$ cat config.mk
export PLATFORM = sky130hd
export DESIGN_NAME = ldpm_cfg
export DESIGN_NICKNAME = d
export VERILOG_FILES = /design/src/hdl/assert_macros.svh /design/src/hdl/ldpm_pkg.sv /design/src/hdl/ldpm_cfg.sv
export SDC_FILE = /design/constraint.sdc
export NUM_CORES = 1
export LEC_CHECK = 0
export ABC_AREA = 1
export BUFFER_PORTS_ARGS = -buffer_cell sky130_fd_sc_hd__buf_2
export CORE_ASPECT_RATIO = 0.5
export CORE_MARGIN = 5
export CORE_UTILIZATION = 55
export DETAILED_ROUTE_END_ITERATION = 16
export GPL_TIMING_DRIVEN = 0
export PLACE_DENSITY_LB_ADDON = 0.2
export SYNTH_ARGS = -nofsm -noshare
export SYNTH_HDL_FRONTEND = slang
export SYNTH_SLANG_ARGS = --single-unit
$ cat constraint.sdc
create_clock -name i_clk -period 2.3 [get_ports i_clk]
set_input_delay 0.115 -clock i_clk [delete_from_list [all_inputs] [get_ports i_clk]]
set_output_delay 0.115 -clock i_clk [all_outputs]
set_load 0.005 [all_outputs]
$ cat src/hdl/assert_macros.svh
// Assertion macros for the RTL
`ifndef ASSERT_MACROS_SVH
`define ASSERT_MACROS_SVH

// same-cycle implication, held off during reset
`define LDPM_ASSERT_NOW(lbl, clk, rst_n, ante, cons) \
    lbl: assert property (@(posedge clk) disable iff (!rst_n) (ante) |-> (cons)) \
        else $error("assertion failed");

// next-cycle implication, held off during reset
`define LDPM_ASSERT_NEXT(lbl, clk, rst_n, ante, cons) \
    lbl: assert property (@(posedge clk) disable iff (!rst_n) (ante) |=> (cons)) \
        else $error("assertion failed");

`endif

$ cat src/hdl/ldpm_pkg.sv
// Types, constants and fixed-point helpers for the lens distortion point map
`timescale 1ns / 1ps
`default_nettype none
package ldpm_pkg;

    localparam int COEF_FRAC_BITS = 28;
    localparam int PT_W      = 21;
    localparam int FOC_W     = 24;
    localparam int OUT_W     = 24;
    localparam int IW        = 32;
    localparam int QB        = IW + 1;
    localparam int NUM_W     = PT_W + COEF_FRAC_BITS + 1;
    localparam int MQ_W      = 2 * IW - COEF_FRAC_BITS;
    localparam int WIDE_W    = 40;
    localparam int DIV_LAT   = QB + 1;
    localparam int CFG_IDX_W = 4;
    localparam int CFG_DAT_W = 64;

    typedef enum logic [CFG_IDX_W-1:0] {
        CFG_FOCAL_X    = 4'd0,
        CFG_FOCAL_Y    = 4'd1,
        CFG_CENTER_X   = 4'd2,
        CFG_CENTER_Y   = 4'd3,
        CFG_RADIAL_K1  = 4'd4,
        CFG_RADIAL_K2  = 4'd5,
        CFG_RADIAL_K3  = 4'd6,
        CFG_TANGENTIAL = 4'd7
    } t_cfg_idx;

    typedef struct packed {
        logic [PT_W-1:0] point_x;
        logic [PT_W-1:0] point_y;
    } t_in_word;

    typedef struct packed {
        logic signed [OUT_W-1:0] mapped_x;
        logic signed [OUT_W-1:0] mapped_y;
        logic                    saturated;
    } t_out_word;

    typedef struct packed {
        logic [FOC_W-1:0]     focal_x;
        logic [FOC_W-1:0]     focal_y;
        logic [PT_W-1:0]      center_x;
        logic [PT_W-1:0]      center_y;
        logic signed [IW-1:0] k1;
        logic signed [IW-1:0] k2;
        logic signed [IW-1:0] k3;
        logic signed [IW-1:0] p1;
        logic signed [IW-1:0] p2;
    } t_cfg;

    localparam logic signed [WIDE_W-1:0] I32_MAX =
        $signed({{(WIDE_W-IW+1){1'b0}}, {(IW-1){1'b1}}});
    localparam logic signed [WIDE_W-1:0] I32_MIN =
        $signed({{(WIDE_W-IW+1){1'b1}}, {(IW-1){1'b0}}});
    localparam logic signed [WIDE_W-1:0] O24_MAX =
        $signed({{(WIDE_W-OUT_W+1){1'b0}}, {(OUT_W-1){1'b1}}});
    localparam logic signed [WIDE_W-1:0] O24_MIN =
        $signed({{(WIDE_W-OUT_W+1){1'b1}}, {(OUT_W-1){1'b0}}});

    // product rounded half up back to COEF_FRAC_BITS fraction bits
    function automatic logic signed [MQ_W-1:0] mulq(input logic signed [IW-1:0] a,
                                                    input logic signed [IW-1:0] b);
        logic signed [2*IW-1:0] p;
        p = a * b;
        p = p + $signed({{(2*IW-COEF_FRAC_BITS){1'b0}}, 1'b1,
                         {(COEF_FRAC_BITS-1){1'b0}}});
        return p[2*IW-1:COEF_FRAC_BITS];
    endfunction

    function automatic logic signed [IW-1:0] sat32(input logic signed [WIDE_W-1:0] v);
        logic signed [WIDE_W-1:0] c;
        c = (v > I32_MAX) ? I32_MAX : ((v < I32_MIN) ? I32_MIN : v);
        return c[IW-1:0];
    endfunction

    function automatic logic ovf32(input logic signed [WIDE_W-1:0] v);
        return (v > I32_MAX) || (v < I32_MIN);
    endfunction

    function automatic logic signed [OUT_W-1:0] sat24(input logic signed [WIDE_W-1:0] v);
        logic signed [WIDE_W-1:0] c;
        c = (v > O24_MAX) ? O24_MAX : ((v < O24_MIN) ? O24_MIN : v);
        return c[OUT_W-1:0];
    endfunction

    function automatic logic ovf24(input logic signed [WIDE_W-1:0] v);
        return (v > O24_MAX) || (v < O24_MIN);
    endfunction

endpackage
`default_nettype wire

$ cat src/hdl/ldpm_cfg.sv
// Configuration register file for the lens distortion point map
`timescale 1ns / 1ps
`default_nettype none
module ldpm_cfg (
    input  logic                           i_clk,
    input  logic                           i_rst_n,
    input  logic                           i_cfg_valid,
    input  logic [ldpm_pkg::CFG_IDX_W-1:0] i_cfg_index,
    input  logic [ldpm_pkg::CFG_DAT_W-1:0] i_cfg_data,
    output ldpm_pkg::t_cfg                 o_cfg
);
    import ldpm_pkg::*;

    t_cfg r_cfg;

    always_ff @(posedge i_clk) begin
        if (!i_rst_n) begin
            r_cfg.focal_x  <= FOC_W'(131072);
            r_cfg.focal_y  <= FOC_W'(131072);
            r_cfg.center_x <= PT_W'(81920);
            r_cfg.center_y <= PT_W'(61440);
            r_cfg.k1       <= '0;
            r_cfg.k2       <= '0;
            r_cfg.k3       <= '0;
            r_cfg.p1       <= '0;
            r_cfg.p2       <= '0;
        end else if (i_cfg_valid) begin
            unique case (t_cfg_idx'(i_cfg_index))
                CFG_FOCAL_X:    r_cfg.focal_x  <= i_cfg_data[FOC_W-1:0];
                CFG_FOCAL_Y:    r_cfg.focal_y  <= i_cfg_data[FOC_W-1:0];
                CFG_CENTER_X:   r_cfg.center_x <= i_cfg_data[PT_W-1:0];
                CFG_CENTER_Y:   r_cfg.center_y <= i_cfg_data[PT_W-1:0];
                CFG_RADIAL_K1:  r_cfg.k1       <= $signed(i_cfg_data[IW-1:0]);
                CFG_RADIAL_K2:  r_cfg.k2       <= $signed(i_cfg_data[IW-1:0]);
                CFG_RADIAL_K3:  r_cfg.k3       <= $signed(i_cfg_data[IW-1:0]);
                CFG_TANGENTIAL: begin
                    r_cfg.p1 <= $signed(i_cfg_data[IW-1:0]);
                    r_cfg.p2 <= $signed(i_cfg_data[2*IW-1:IW]);
                end
                default: ; // unknown index: ignored
            endcase
        end
    end

    assign o_cfg = r_cfg;

endmodule
`default_nettype wire

==> summary.txt, run 1 <==
clock share of power: 40.3%
port buffer count: 319
status: finished clean
critical path type: input pin to flip-flop
Min-Delay Path Class: input pin to flip-flop
max-slew violations: 0
Overflow after GRT: 0
Clock Sinks: 250
Synth area leaders: dfxtp_1 (51%), nor2_1 (19%), nand2_1 (18%), inv_1 (4.1%), nand4_1 (2.7%)
Antenna Nets Post-Route: 0
sequential share of power: 50.2%
Pleak: 6.945 nW
Via density: 5.003
final instance area: 13090 µm²
synth warn: 0
Unique masters post-synth: 15
post-synth net total: 1529
top cells by count, synth: nor2_1 (488), nand2_1 (461), dfxtp_1 (250), inv_1 (109), nand4_1 (43)
overall power: 0.008923 W
vias post-DR: 10570
final net count: 1937
die height: 104.8 µm
# setup viols final: 0
Clk pin slew, worst setup/hold paths: 0.06 ns
crit path max fanout: 10
Cell Pwr Density: 681.6 nW/µm²
Comb pwr share: 9.6%
Yosys reg bits: 250
Avg Cell Area, Syn: 6.777 µm²
GRT Total Usage: 31.74%
vias in the first global route: 10360
gp weighted congestion: 0.9092
Die Area: 20910 µm²
drt drc: 0
Final Hold Vio Count: 0
Main synth FF type: dfxtp_1
TritonCTS clock tree: yes
area delta synth->final: 32.49%
# H-tree levels: 1
number of antenna violations at the first check in global routing: 0
Post-synth ARST share: 0%
Period minus WS final: 1.450 ns
CTS root buffer: clkbuf_16
RSZ-0062 raised after global routing: no
average wire per cell in the routed design: 16.44 µm
setup_tns: 0 ns
global-route wire length before repair: 53270 µm
area occupied by registers: 5005 µm²
die width: 199.6 µm
total of max-cap violations: 0
Ports: 321
largest net degree at the start of global routing: 15
Setup WS pre-CTS: 0.7239 ns
most common cell in the netlist: nor2_1
Layout fillers: 1366
Detailed Routing Iterations Pass 1: 6
Post-Syn Instances: 1458
Clock Skews: 0 ns
switching share of power: 24.65%
area of placed instances: 11770 µm²
area of the multi-input gates: 3978 µm²
maximum vdd drop: 0.5530 mV
fmax: 689.5 MHz
Largest register FFs: 250
P_int: 0.006723 W
Worst Tran Pin Value: 0.6545 ns
CP arrival: 1.84 ns
Mapped Area: 9881 µm²
fin worst setup slack: 0.8496 ns
Post-synth EDFFs: 0
DRT iter0 DRCs: 666
Worst setup SP type: input pin
Critical Path End Type: flip-flop
WP data required: 2.69 ns
final WL: 34730 µm
number of diodes: 0
Seq/Total Area, Yosys: 50.65%
CTS Buf Count: 23
row cnt: 34
relative slew slack: 56.37%
Final period util: 63.06%
clk_lat worst skew: 0.50 ns
cell taking the most area after synthesis: dfxtp_1
Yosys top cell area share: 50.65%
hpwl dp: 24500 µm
initial cell density of the core: 56.51%
CORE AREA: 17480 µm²
Clock Path Buffers: 3
share of cells above drive strength 1: 21.87%
switching power total: 0.002200 W
Setup Buffers After CTS: 0
[cell usage in the layout (no fill, tap or decap)]
| cell type | Yosys | layout |
|---|---|---|
| buf_1 | 14 | 14 |
| buf_2 | 22 | 341 |
| buf_4 | 26 | 26 |
| buf_6 | 5 | 5 |
| clkbuf_1 | 20 | 27 |
| clkbuf_16 | 0 | 23 |
| clkbuf_8 | 0 | 4 |
| clkinv_2 | 0 | 3 |
| clkinv_4 | 0 | 1 |
| dfxtp_1 | 250 | 250 |
| dlygate4sd3_1 | 0 | 64 |
| inv_1 | 109 | 109 |
| nand2_1 | 461 | 461 |
| nand3_1 | 12 | 12 |
| nand3_4 | 1 | 1 |
| nand3b_2 | 1 | 1 |
| nand4_1 | 43 | 43 |
| nor2_1 | 488 | 488 |
| nor2_2 | 2 | 2 |
| nor2_4 | 4 | 4 |
[cell families after synthesis]
family / Yosys count / synth area share (%)
simple gates: 1012 / 40.26
buf+inv: 196 / 9.092
flops: 250 / 50.65
[worst paths after layout]
check | startpoint | end | slack (ns) | cells after the start
worst max-delay path | i_cfg_index[0] | o_cfg[30]$_SDFFE_PN0P_ | 0.85 | 9
worst min-delay path | i_cfg_data[24] | o_cfg[56]$_SDFFE_PN0P_ | 0.04 | 5
worst max register to register | o_cfg[227]$_SDFFE_PN0P_ | o_cfg[227]$_SDFFE_PN0P_ | 1.62 | 4
worst min register to register | o_cfg[172]$_SDFFE_PN1P_ | o_cfg[172]$_SDFFE_PN1P_ | 0.47 | 2
[area by class of cell]
cell class	count	area share, %
Clock inverter	4	0.1816
Timing Repair Buffer	383	17.09
Tap cell	234	2.236
Buffer	87	3.737
Sequential cell	250	38.23
Multi-Input combinational cell	1012	30.38
Clock buffer	34	5.018
Inverter	109	3.125
[power by group through the flow]
stage	Combinational, W	Sequential, W	Clock, W
floorplan	0.000395	0.00458	0
global placement	0.000719	0.00457	0
detailed placement	0.000738	0.00457	0
CTS	0.000828	0.00448	0.00361
global route	0.000932	0.00448	0.00382
finish	0.000852	0.00448	0.00359
[worst max-delay path, cell delays in order]
cell and delay (ns):
dlygate4sd3_1 0.56, buf_2 0.16, nand2_1 0.09, nor2_2 0.21
buf_6 0.18, buf_2 0.27, nand2_1 0.11, nand2_1 0.08
nor2_1 0.05
[stage by stage]
step                util, %  hold slack (ns)  cells
floorplan                 -           0.2282   1458
global placement      67.32           0.3479   2011
detailed placement    67.32           0.3532   2011
CTS                   74.87         0.005437   2113
global route          74.87          0.04152   2113
finish                74.87          0.03952   2113
[what timing repair did]
item,CTS,global route
hold endpoints to repair,97,0
hold buffers,64,0
gates resized for setup,0,0
[per-layer routing]
layer  GRT usage (%)  routed length (µm)
met2           54.57               16110
met3           8.875                3612
met4           12.31                1466
met1           37.82               13540
met5               0                   0
Power figures use the tool's default switching activity.
==> run 2, diff against run 1 <==
--- a/config.mk
+++ b/config.mk
@@ -5,11 +5,11 @@
 export SDC_FILE = /design/constraint.sdc
 export NUM_CORES = 1
 export LEC_CHECK = 0
-export ABC_AREA = 1
+export ABC_AREA = 0
 export BUFFER_PORTS_ARGS = -buffer_cell sky130_fd_sc_hd__buf_2
 export CORE_ASPECT_RATIO = 0.5
 export CORE_MARGIN = 5
-export CORE_UTILIZATION = 55
+export CORE_UTILIZATION = 50
 export DETAILED_ROUTE_END_ITERATION = 16
 export GPL_TIMING_DRIVEN = 0
 export PLACE_DENSITY_LB_ADDON = 0.2
==> constraint.sdc (replaced) <==
create_clock -name i_clk -period 1.5 [get_ports i_clk]
set_input_delay 0.075 -clock i_clk [delete_from_list [all_inputs] [get_ports i_clk]]
set_output_delay 0.075 -clock i_clk [all_outputs]
set_load 0.005 [all_outputs]
==> run 2 against run 1 <==
Against the previous run:
- critical path depth shrank 4
- cell count shrank 27%
- combinational power grew 4.2%
- synthesized cell count shrank 38%
- sequential cell count is the same
- area after synthesis shrank 6.2%
- setup slack lost 0.57 ns
- clock-buffer cell count shrank 2
- die area grew 3.0%
- routed wire length shrank 15%
- clock power grew 70%
- power grew 54%
- largest cell class unchanged
==> summary.txt, run 2 <==
Clock Path Buffers: 3 (unchanged)
DRT iter0 DRCs: 305 (-54%)
fmax: 818.9 MHz
crit-path max cell delay: 0.59 ns (+0.03 ns)
Detailed Routing Iterations Pass 1: 4 (-2)
Critical Path End Type: flip-flop
vias post-DR: 7839 (-26%)
HP Start: i_cfg_data[21]
Final period util: 81.41%
Post-Syn Instances: 900 (-38%)
WP data required: 1.92 ns (-0.77 ns)
Clk pin slew, worst setup/hold paths: 0.07 ns (about the same)
critical path type: input pin to flip-flop
Ports: 321 (unchanged)
cell taking the most area after synthesis: dfxtp_1
CTS root buffer: clkbuf_16
hold worst-path end: o_cfg[247]$_SDFFE_PN0P_
final net count: 1361 (-30%)
Cell Pwr Density: 1108 nW/µm² (+63%)
# setup viols final: 0 (unchanged)
critical-path cell list: buf_2 -> clkbuf_1 -> clkbuf_1 -> nand2_1 -> mux2i_1
Clock Sinks: 250 (unchanged)
placed insts: 1459 (-27%)
Worst setup SP type: input pin
crit path max fanout: 10 (unchanged)
Yosys top cell area share: 53.97% (+3.3 points)
number of diodes: 0 (unchanged)
worst reg2reg path endpoint: o_cfg[138]$_SDFFE_PN0P_
RSZ-0062 raised after global routing: no
# H-tree levels: 1 (unchanged)
Hold Crit Depth: 3 (-2)
Worst path slowest cell: clkbuf_1
status: finished clean
drt drc: 0 (unchanged)
maximum vdd drop: 0.8843 mV (+60%)
Post-synth EDFFs: 0 (unchanged)
leading cell type in the layout, fill and taps excluded: buf_2
Reg2Reg Launch Point: o_cfg[138]$_SDFFE_PN0P_
Worst Tran Pin Value: 0.7312 ns (+0.07674 ns)
Main synth FF type: dfxtp_1
average wire per cell in the routed design: 19.16 µm (+17%)
post-synth net total: 971 (-36%)
hpwl dp: 21240 µm (-13%)
Seq/Total Area, Yosys: 53.97% (+3.3 points)
Hold WS: 0.01006 ns (-0.02946 ns)
CP arrival: 1.64 ns (-0.20 ns)
Clock Skews: 0 ns (unchanged)
Antenna Nets Post-Route: 0 (unchanged)
GRT Total Usage: 26.78% (-5.0 points)
clk_lat worst skew: 0.51 ns (about the same)
Post-synth ARST share: 0% (unchanged)
final WL: 29600 µm (-15%)
vias in the first global route: 8084 (-22%)
max-slew violations: 0 (unchanged)
Overflow after GRT: 0 (unchanged)
CORE AREA: 18310 µm² (+4.7%)
Yosys reg bits: 250 (unchanged)
Via density: 5.074 (+1.4%)
die height: 106.3 µm (+1.5%)
total of max-cap violations: 0 (unchanged)
Synth area leaders: dfxtp_1 (54%), mux2i_1 (27%), nand2_1 (12%), buf_2 (1.0%), clkbuf_1 (0.93%)
gp weighted congestion: 0.8325 (-8.4%)
reg2reg path depth: 2 (-2)
most common cell in the netlist: nand2_1
initial cell density of the core: 50.66% (-5.9 points)
CTS Buf Count: 22 (-4.3%)
overall power: 0.01377 W (+54%)
Avg Cell Area, Syn: 10.30 µm² (+52%)
Min-Delay Path Class: input pin to flip-flop
global-route wire length before repair: 45740 µm (-14%)
most frequent cells in the layout: buf_2 (338), nand2_1 (307), dfxtp_1 (250), mux2i_1 (246), dlygate4sd3_1 (47)
Final Hold Vio Count: 0 (unchanged)
CP most frequent cell: clkbuf_1
number of antenna violations at the first check in global routing: 0 (unchanged)
area delta synth->final: 34.00%
synth warn: 0 (unchanged)
largest net degree at the start of global routing: 17 (+2)
Period minus WS final: 1.221 ns
CP Buf/Inv Count: 3 (-1)
share of cells above drive strength 1: 30.65% (+8.8 points)
Largest register FFs: 250 (unchanged)
setup slack, reg-to-reg: 0.84 ns (-0.78 ns)
Pleak: 6.202 nW (-11%)
Mapped Area: 9273 µm² (-6.2%)
port buffer count: 319 (unchanged)
row cnt: 35 (+2.9%)
top cells by count, synth: nand2_1 (307), dfxtp_1 (250), mux2i_1 (246), clkbuf_1 (23), buf_2 (19)
CP delay by family, top: buffers and inverters
relative slew slack: 51.25% (-5.1 points)
Die Area: 21530 µm² (+3.0%)
Cell Count, Final, Fillers Out: 1545 (-27%)
Unique masters post-synth: 25 (+10)
TritonCTS clock tree: yes
die width: 202.6 µm (+1.5%)
run 2: cell types whose count changed after synthesis, moves of 12 or more:
cell     before  now
nor2_1      488    1
mux2i_1       0  246
nand2_1     461  307
inv_1       109    4
nand4_1      43    3
buf_4        26   10
nand3_1      12    0
run 2: repair_timing:
item | in CTS | in global routing
resized for setup | 0 | 0
hold buffers | 47 | 0
setup buffers | 0 | 0
setup endpoints to repair | 0 | 0
hold endpoints to repair | 78 | 0
run 2: how the worst max path moves through the flow:
stage | from | to | cells after the start
global placement | i_rst_n | o_cfg[175]$_SDFFE_PN1P_ | 4
floorplan | i_cfg_index[3] | o_cfg[135]$_SDFFE_PN0P_ | 5
finish | i_rst_n | o_cfg[83]$_SDFFE_PN0P_ | 5
CTS | i_rst_n | o_cfg[83]$_SDFFE_PN0P_ | 5
global route | i_rst_n | o_cfg[71]$_SDFFE_PN0P_ | 5
detailed placement | i_rst_n | o_cfg[83]$_SDFFE_PN0P_ | 5
run 2: power by group:
group	total (W)	switching, W	internal [W]
logic	0.000888	0.000528	0.000360
clock network	0.00611	0.00249	0.00362
registers	0.00677	0.0000449	0.00672
run 2: cells by family after synthesis:
family	Yosys count	synth area share (%)
AOI/OAI and AO/OA	4	0.3239
buffers and inverters	69	4.547
DFF	250	53.97
muxes	246	26.56
and+or+nand+nor	331	14.60
run 2: layout make-up:
cell class	count	area (µm²)
buffer	65	406.6
clock buffer	32	669.4
clock inverter	7	116.4
fill	1463	5879
inverter	4	15.01
multi-input combinational	581	3846
sequential	250	5005
tap	240	300.3
timing repair buffer	366	2067
run 2: worst min-delay path, delay by kind of cell:
kind / cells / cell delay (ns)
buf+inv: 1 / 0.07
mux: 1 / 0.17
simple gates: 1 / 0.16
run 2: metal layers:
| layer | global-route usage (%) | vias up | wire (µm) |
|---|---|---|---|
| met5 | 0 | - | 0 |
| met4 | 7.696 | 0 | 796 |
| met3 | 5.791 | 53 | 1779 |
| met2 | 46.67 | 264 | 14190 |
| met1 | 33.77 | 3786 | 12830 |
| li1 | - | 3736 | - |
run 2: through the flow:
step           area [µm²]  TNS (ns)  util [%]  worst slack, ns
6_report            12430         0     67.88           0.2788
5_1_grt             12430         0     67.88           0.1535
4_1_cts             12430         0     67.88           0.2855
3_5_place_dp        11170    -9.916     61.02          -0.2323
3_3_place_gp        11170    -6.949     61.02          -0.1789
2_1_floorplan        9273         0         -           0.4272
==> run 3, diff against run 2 <==
==> constraint.sdc (replaced) <==
create_clock -name i_clk -period 1.3 [get_ports i_clk]
set_input_delay 0.065 -clock i_clk [delete_from_list [all_inputs] [get_ports i_clk]]
set_output_delay 0.065 -clock i_clk [all_outputs]
set_load 0.005 [all_outputs]
==> run 3 against run 2 <==
Against the previous run:
- the flow now finishes with violations (hold timing)
- sequential share of layout area hardly changed
- setup slack worse by 0.096 ns
- combinational power is 16% higher
- clock power is 15% higher
- power is 15% higher
- via count hardly changed
- hold slack worse by 0.010 ns
- sequential cell count stayed put
- global-route usage stayed put
- largest power group unchanged
==> summary.txt, run 3 (synthesis results as in run 2) <==
DRT iter0 DRCs: 306 (+0.33%)
fmax: 895.0 MHz
Comb pwr share: 6.5% (about the same)
Largest register FFs: 250 (unchanged)
maximum vdd drop: 1.021 mV (+15%)
drt drc: 0 (unchanged)
Layout fillers: 1465 (+0.14%)
failing checks: hold timing
Reg2Reg Launch Point: o_cfg[138]$_SDFFE_PN0P_
Clock Path Buffers: 3 (unchanged)
crit path max fanout: 10 (unchanged)
Via density: 5.078 (about the same)
clock share of power: 44.4% (about the same)
Met2 Wirelength: 14250 µm (+0.38%)
Ports: 321 (unchanged)
CTS Buf Count: 22 (unchanged)
share of cells above drive strength 1: 30.73% (+0.077 points)
top routing layer used: met4
final WL: 29640 µm (+0.11%)
Pleak: 6.205 nW (about the same)
number of antenna violations at the first check in global routing: 0 (unchanged)
leading cell type in the layout, fill and taps excluded: buf_2
switching share of power: 22.25% (about the same)
area of the multi-input gates: 3846 µm² (unchanged)
Cell Pwr Density: 1278 nW/µm² (+15%)
area occupied by registers: 5005 µm² (unchanged)
Worst setup SP type: input pin
Hold Crit Depth: 3 (unchanged)
vias post-DR: 7846 (+0.089%)
HP Start: i_cfg_data[21]
Overflow after GRT: 0 (unchanged)
Antenna Nets Post-Route: 0 (unchanged)
initial cell density of the core: 50.66% (unchanged)
row cnt: 35 (unchanged)
vias in the first global route: 8084 (unchanged)
CTS root buffer: clkbuf_16
Setup Buffers After CTS: 0 (unchanged)
Clock Sinks: 250 (unchanged)
max-slew violations: 0 (unchanged)
final instance area: 12430 µm² (about the same)
critical path type: input pin to flip-flop
Hold WS: -0.00008848 ns (-0.01015 ns)
final net count: 1361 (unchanged)
Critical Path End Type: flip-flop
die height: 106.3 µm (unchanged)
Final Hold Vio Count: 1 (+1)
clk_lat worst skew: 0.51 ns (about the same)
WL met3: 1795 µm (+0.90%)
status: finished with violations
RSZ-0062 raised after global routing: no
relative slew slack: 51.38% (+0.13 points)
Final period util: 85.95%
sequential share of power: 49.2% (about the same)
Die Area: 21530 µm² (unchanged)
Min-Delay Path Class: input pin to flip-flop
# H-tree levels: 1 (unchanged)
hpwl dp: 21240 µm (unchanged)
Detailed Routing Iterations Pass 1: 5 (+1)
Worst path slowest cell: clkbuf_1
Clock Skews: 0 ns (unchanged)
met1 wire length: 12800 µm (-0.30%)
number of diodes: 0 (unchanged)
# setup viols final: 0 (unchanged)
CORE AREA: 18310 µm² (unchanged)
critical-path cell list: buf_2 -> clkbuf_1 -> nand2_1 -> mux2i_1
area delta synth->final: 34.02% (about the same)
global-route wire length before repair: 45740 µm (unchanged)
TritonCTS clock tree: yes
Worst Tran Pin Value: 0.7293 ns (-0.001917 ns)
largest net degree at the start of global routing: 17 (unchanged)
hold worst-path end: o_cfg[247]$_SDFFE_PN0P_
crit-path max cell delay: 0.59 ns (about the same)
worst reg2reg path endpoint: o_cfg[138]$_SDFFE_PN0P_
reg2reg path depth: 2 (unchanged)
die width: 202.6 µm (unchanged)
gp weighted congestion: 0.8325 (unchanged)
Period minus WS final: 1.117 ns
P_int: 0.01235 W (+15%)
CP arrival: 1.54 ns (-0.10 ns)
setup slack, reg-to-reg: 0.63 ns (-0.21 ns)
switching power total: 0.003534 W (+15%)
average wire per cell in the routed design: 19.18 µm (+0.11%)
GRT Total Usage: 26.78% (unchanged)
total of max-cap violations: 0 (unchanged)
Clk pin slew, worst setup/hold paths: 0.07 ns (about the same)
WP data required: 1.72 ns (-0.20 ns)
most frequent cells in the layout: buf_2 (338), nand2_1 (307), dfxtp_1 (250), mux2i_1 (246), dlygate4sd3_1 (47)
port buffer count: 319 (unchanged)
area of placed instances: 11170 µm² (unchanged)
-- run 3: cell counts in the layout (fill, tap and decap cells not counted) --
Identical to the previous run, type by type.
-- run 3: power groups by stage --
stage | Sequential, W | Clock [W] | Combinational, W
after CTS | 0.00781 | 0.00714 | 0.00102
after global placement | 0.00798 | 0 | 0.000884
after floorplan | 0.00799 | 0 | 0.000452
after detailed placement | 0.00798 | 0 | 0.000902
final | 0.00781 | 0.00705 | 0.00103
after global routing | 0.00781 | 0.00750 | 0.00111
-- run 3: what timing repair did --
item	4_1_cts	5_1_grt
gates resized for setup	0	2
endpoints found under the setup margin	0	19
endpoints found under the hold margin	78	0
hold buffers	47	0
-- run 3: worst max-delay path, delay by kind of cell --
kind | cells | cell delay (ns)
buffers and inverters | 2 | 0.82
AND/OR/NAND/NOR | 1 | 0.42
multiplexers | 1 | 0.23
-- run 3: through the flow --
step / cells / setup WS (ns) / power (W) / util, % / TNS, ns
after floorplan: 900 / 0.2372 / 0.008440 / - / 0
after global placement: 1459 / -0.3689 / 0.008861 / 61.02 / -41.43
after detailed placement: 1459 / -0.4223 / 0.008884 / 61.02 / -48.66
after CTS: 1545 / 0.09547 / 0.01596 / 67.88 / 0
after global routing: 1545 / 0.07511 / 0.01643 / 67.89 / 0
final: 1545 / 0.1827 / 0.01588 / 67.89 / 0
-- run 3: layer usage --
metal / up-vias / GRT usage [%]
met1: 3791 / 33.77
met3: 53 / 5.791
met5: - / 0
met2: 264 / 46.67
li1: 3738 / -
met4: 0 / 7.696
-- run 3: final cells by class --
cell class / instances / share of cell area (%)
Multi-Input combinational cell: 581 / 30.95
Clock inverter: 7 / 0.9364
Sequential cell: 250 / 40.27
Timing Repair Buffer: 366 / 16.63
Tap cell: 240 / 2.416
Clock buffer: 32 / 5.387
Inverter: 4 / 0.1208
Buffer: 65 / 3.282
-- run 3: worst max path at each step --
stage	startpoint	endpoint	slack [ns]	depth (start not counted)
floorplan	i_cfg_index[3]	o_cfg[135]$_SDFFE_PN0P_	0.24	5
global placement	i_rst_n	o_cfg[175]$_SDFFE_PN1P_	-0.37	4
detailed placement	i_rst_n	o_cfg[83]$_SDFFE_PN0P_	-0.42	5
CTS	i_rst_n	o_cfg[83]$_SDFFE_PN0P_	0.1	5
global route	i_rst_n	o_cfg[114]$_SDFFE_PN0P_	0.08	5
finish	i_rst_n	o_cfg[55]$_SDFFE_PN0P_	0.18	4
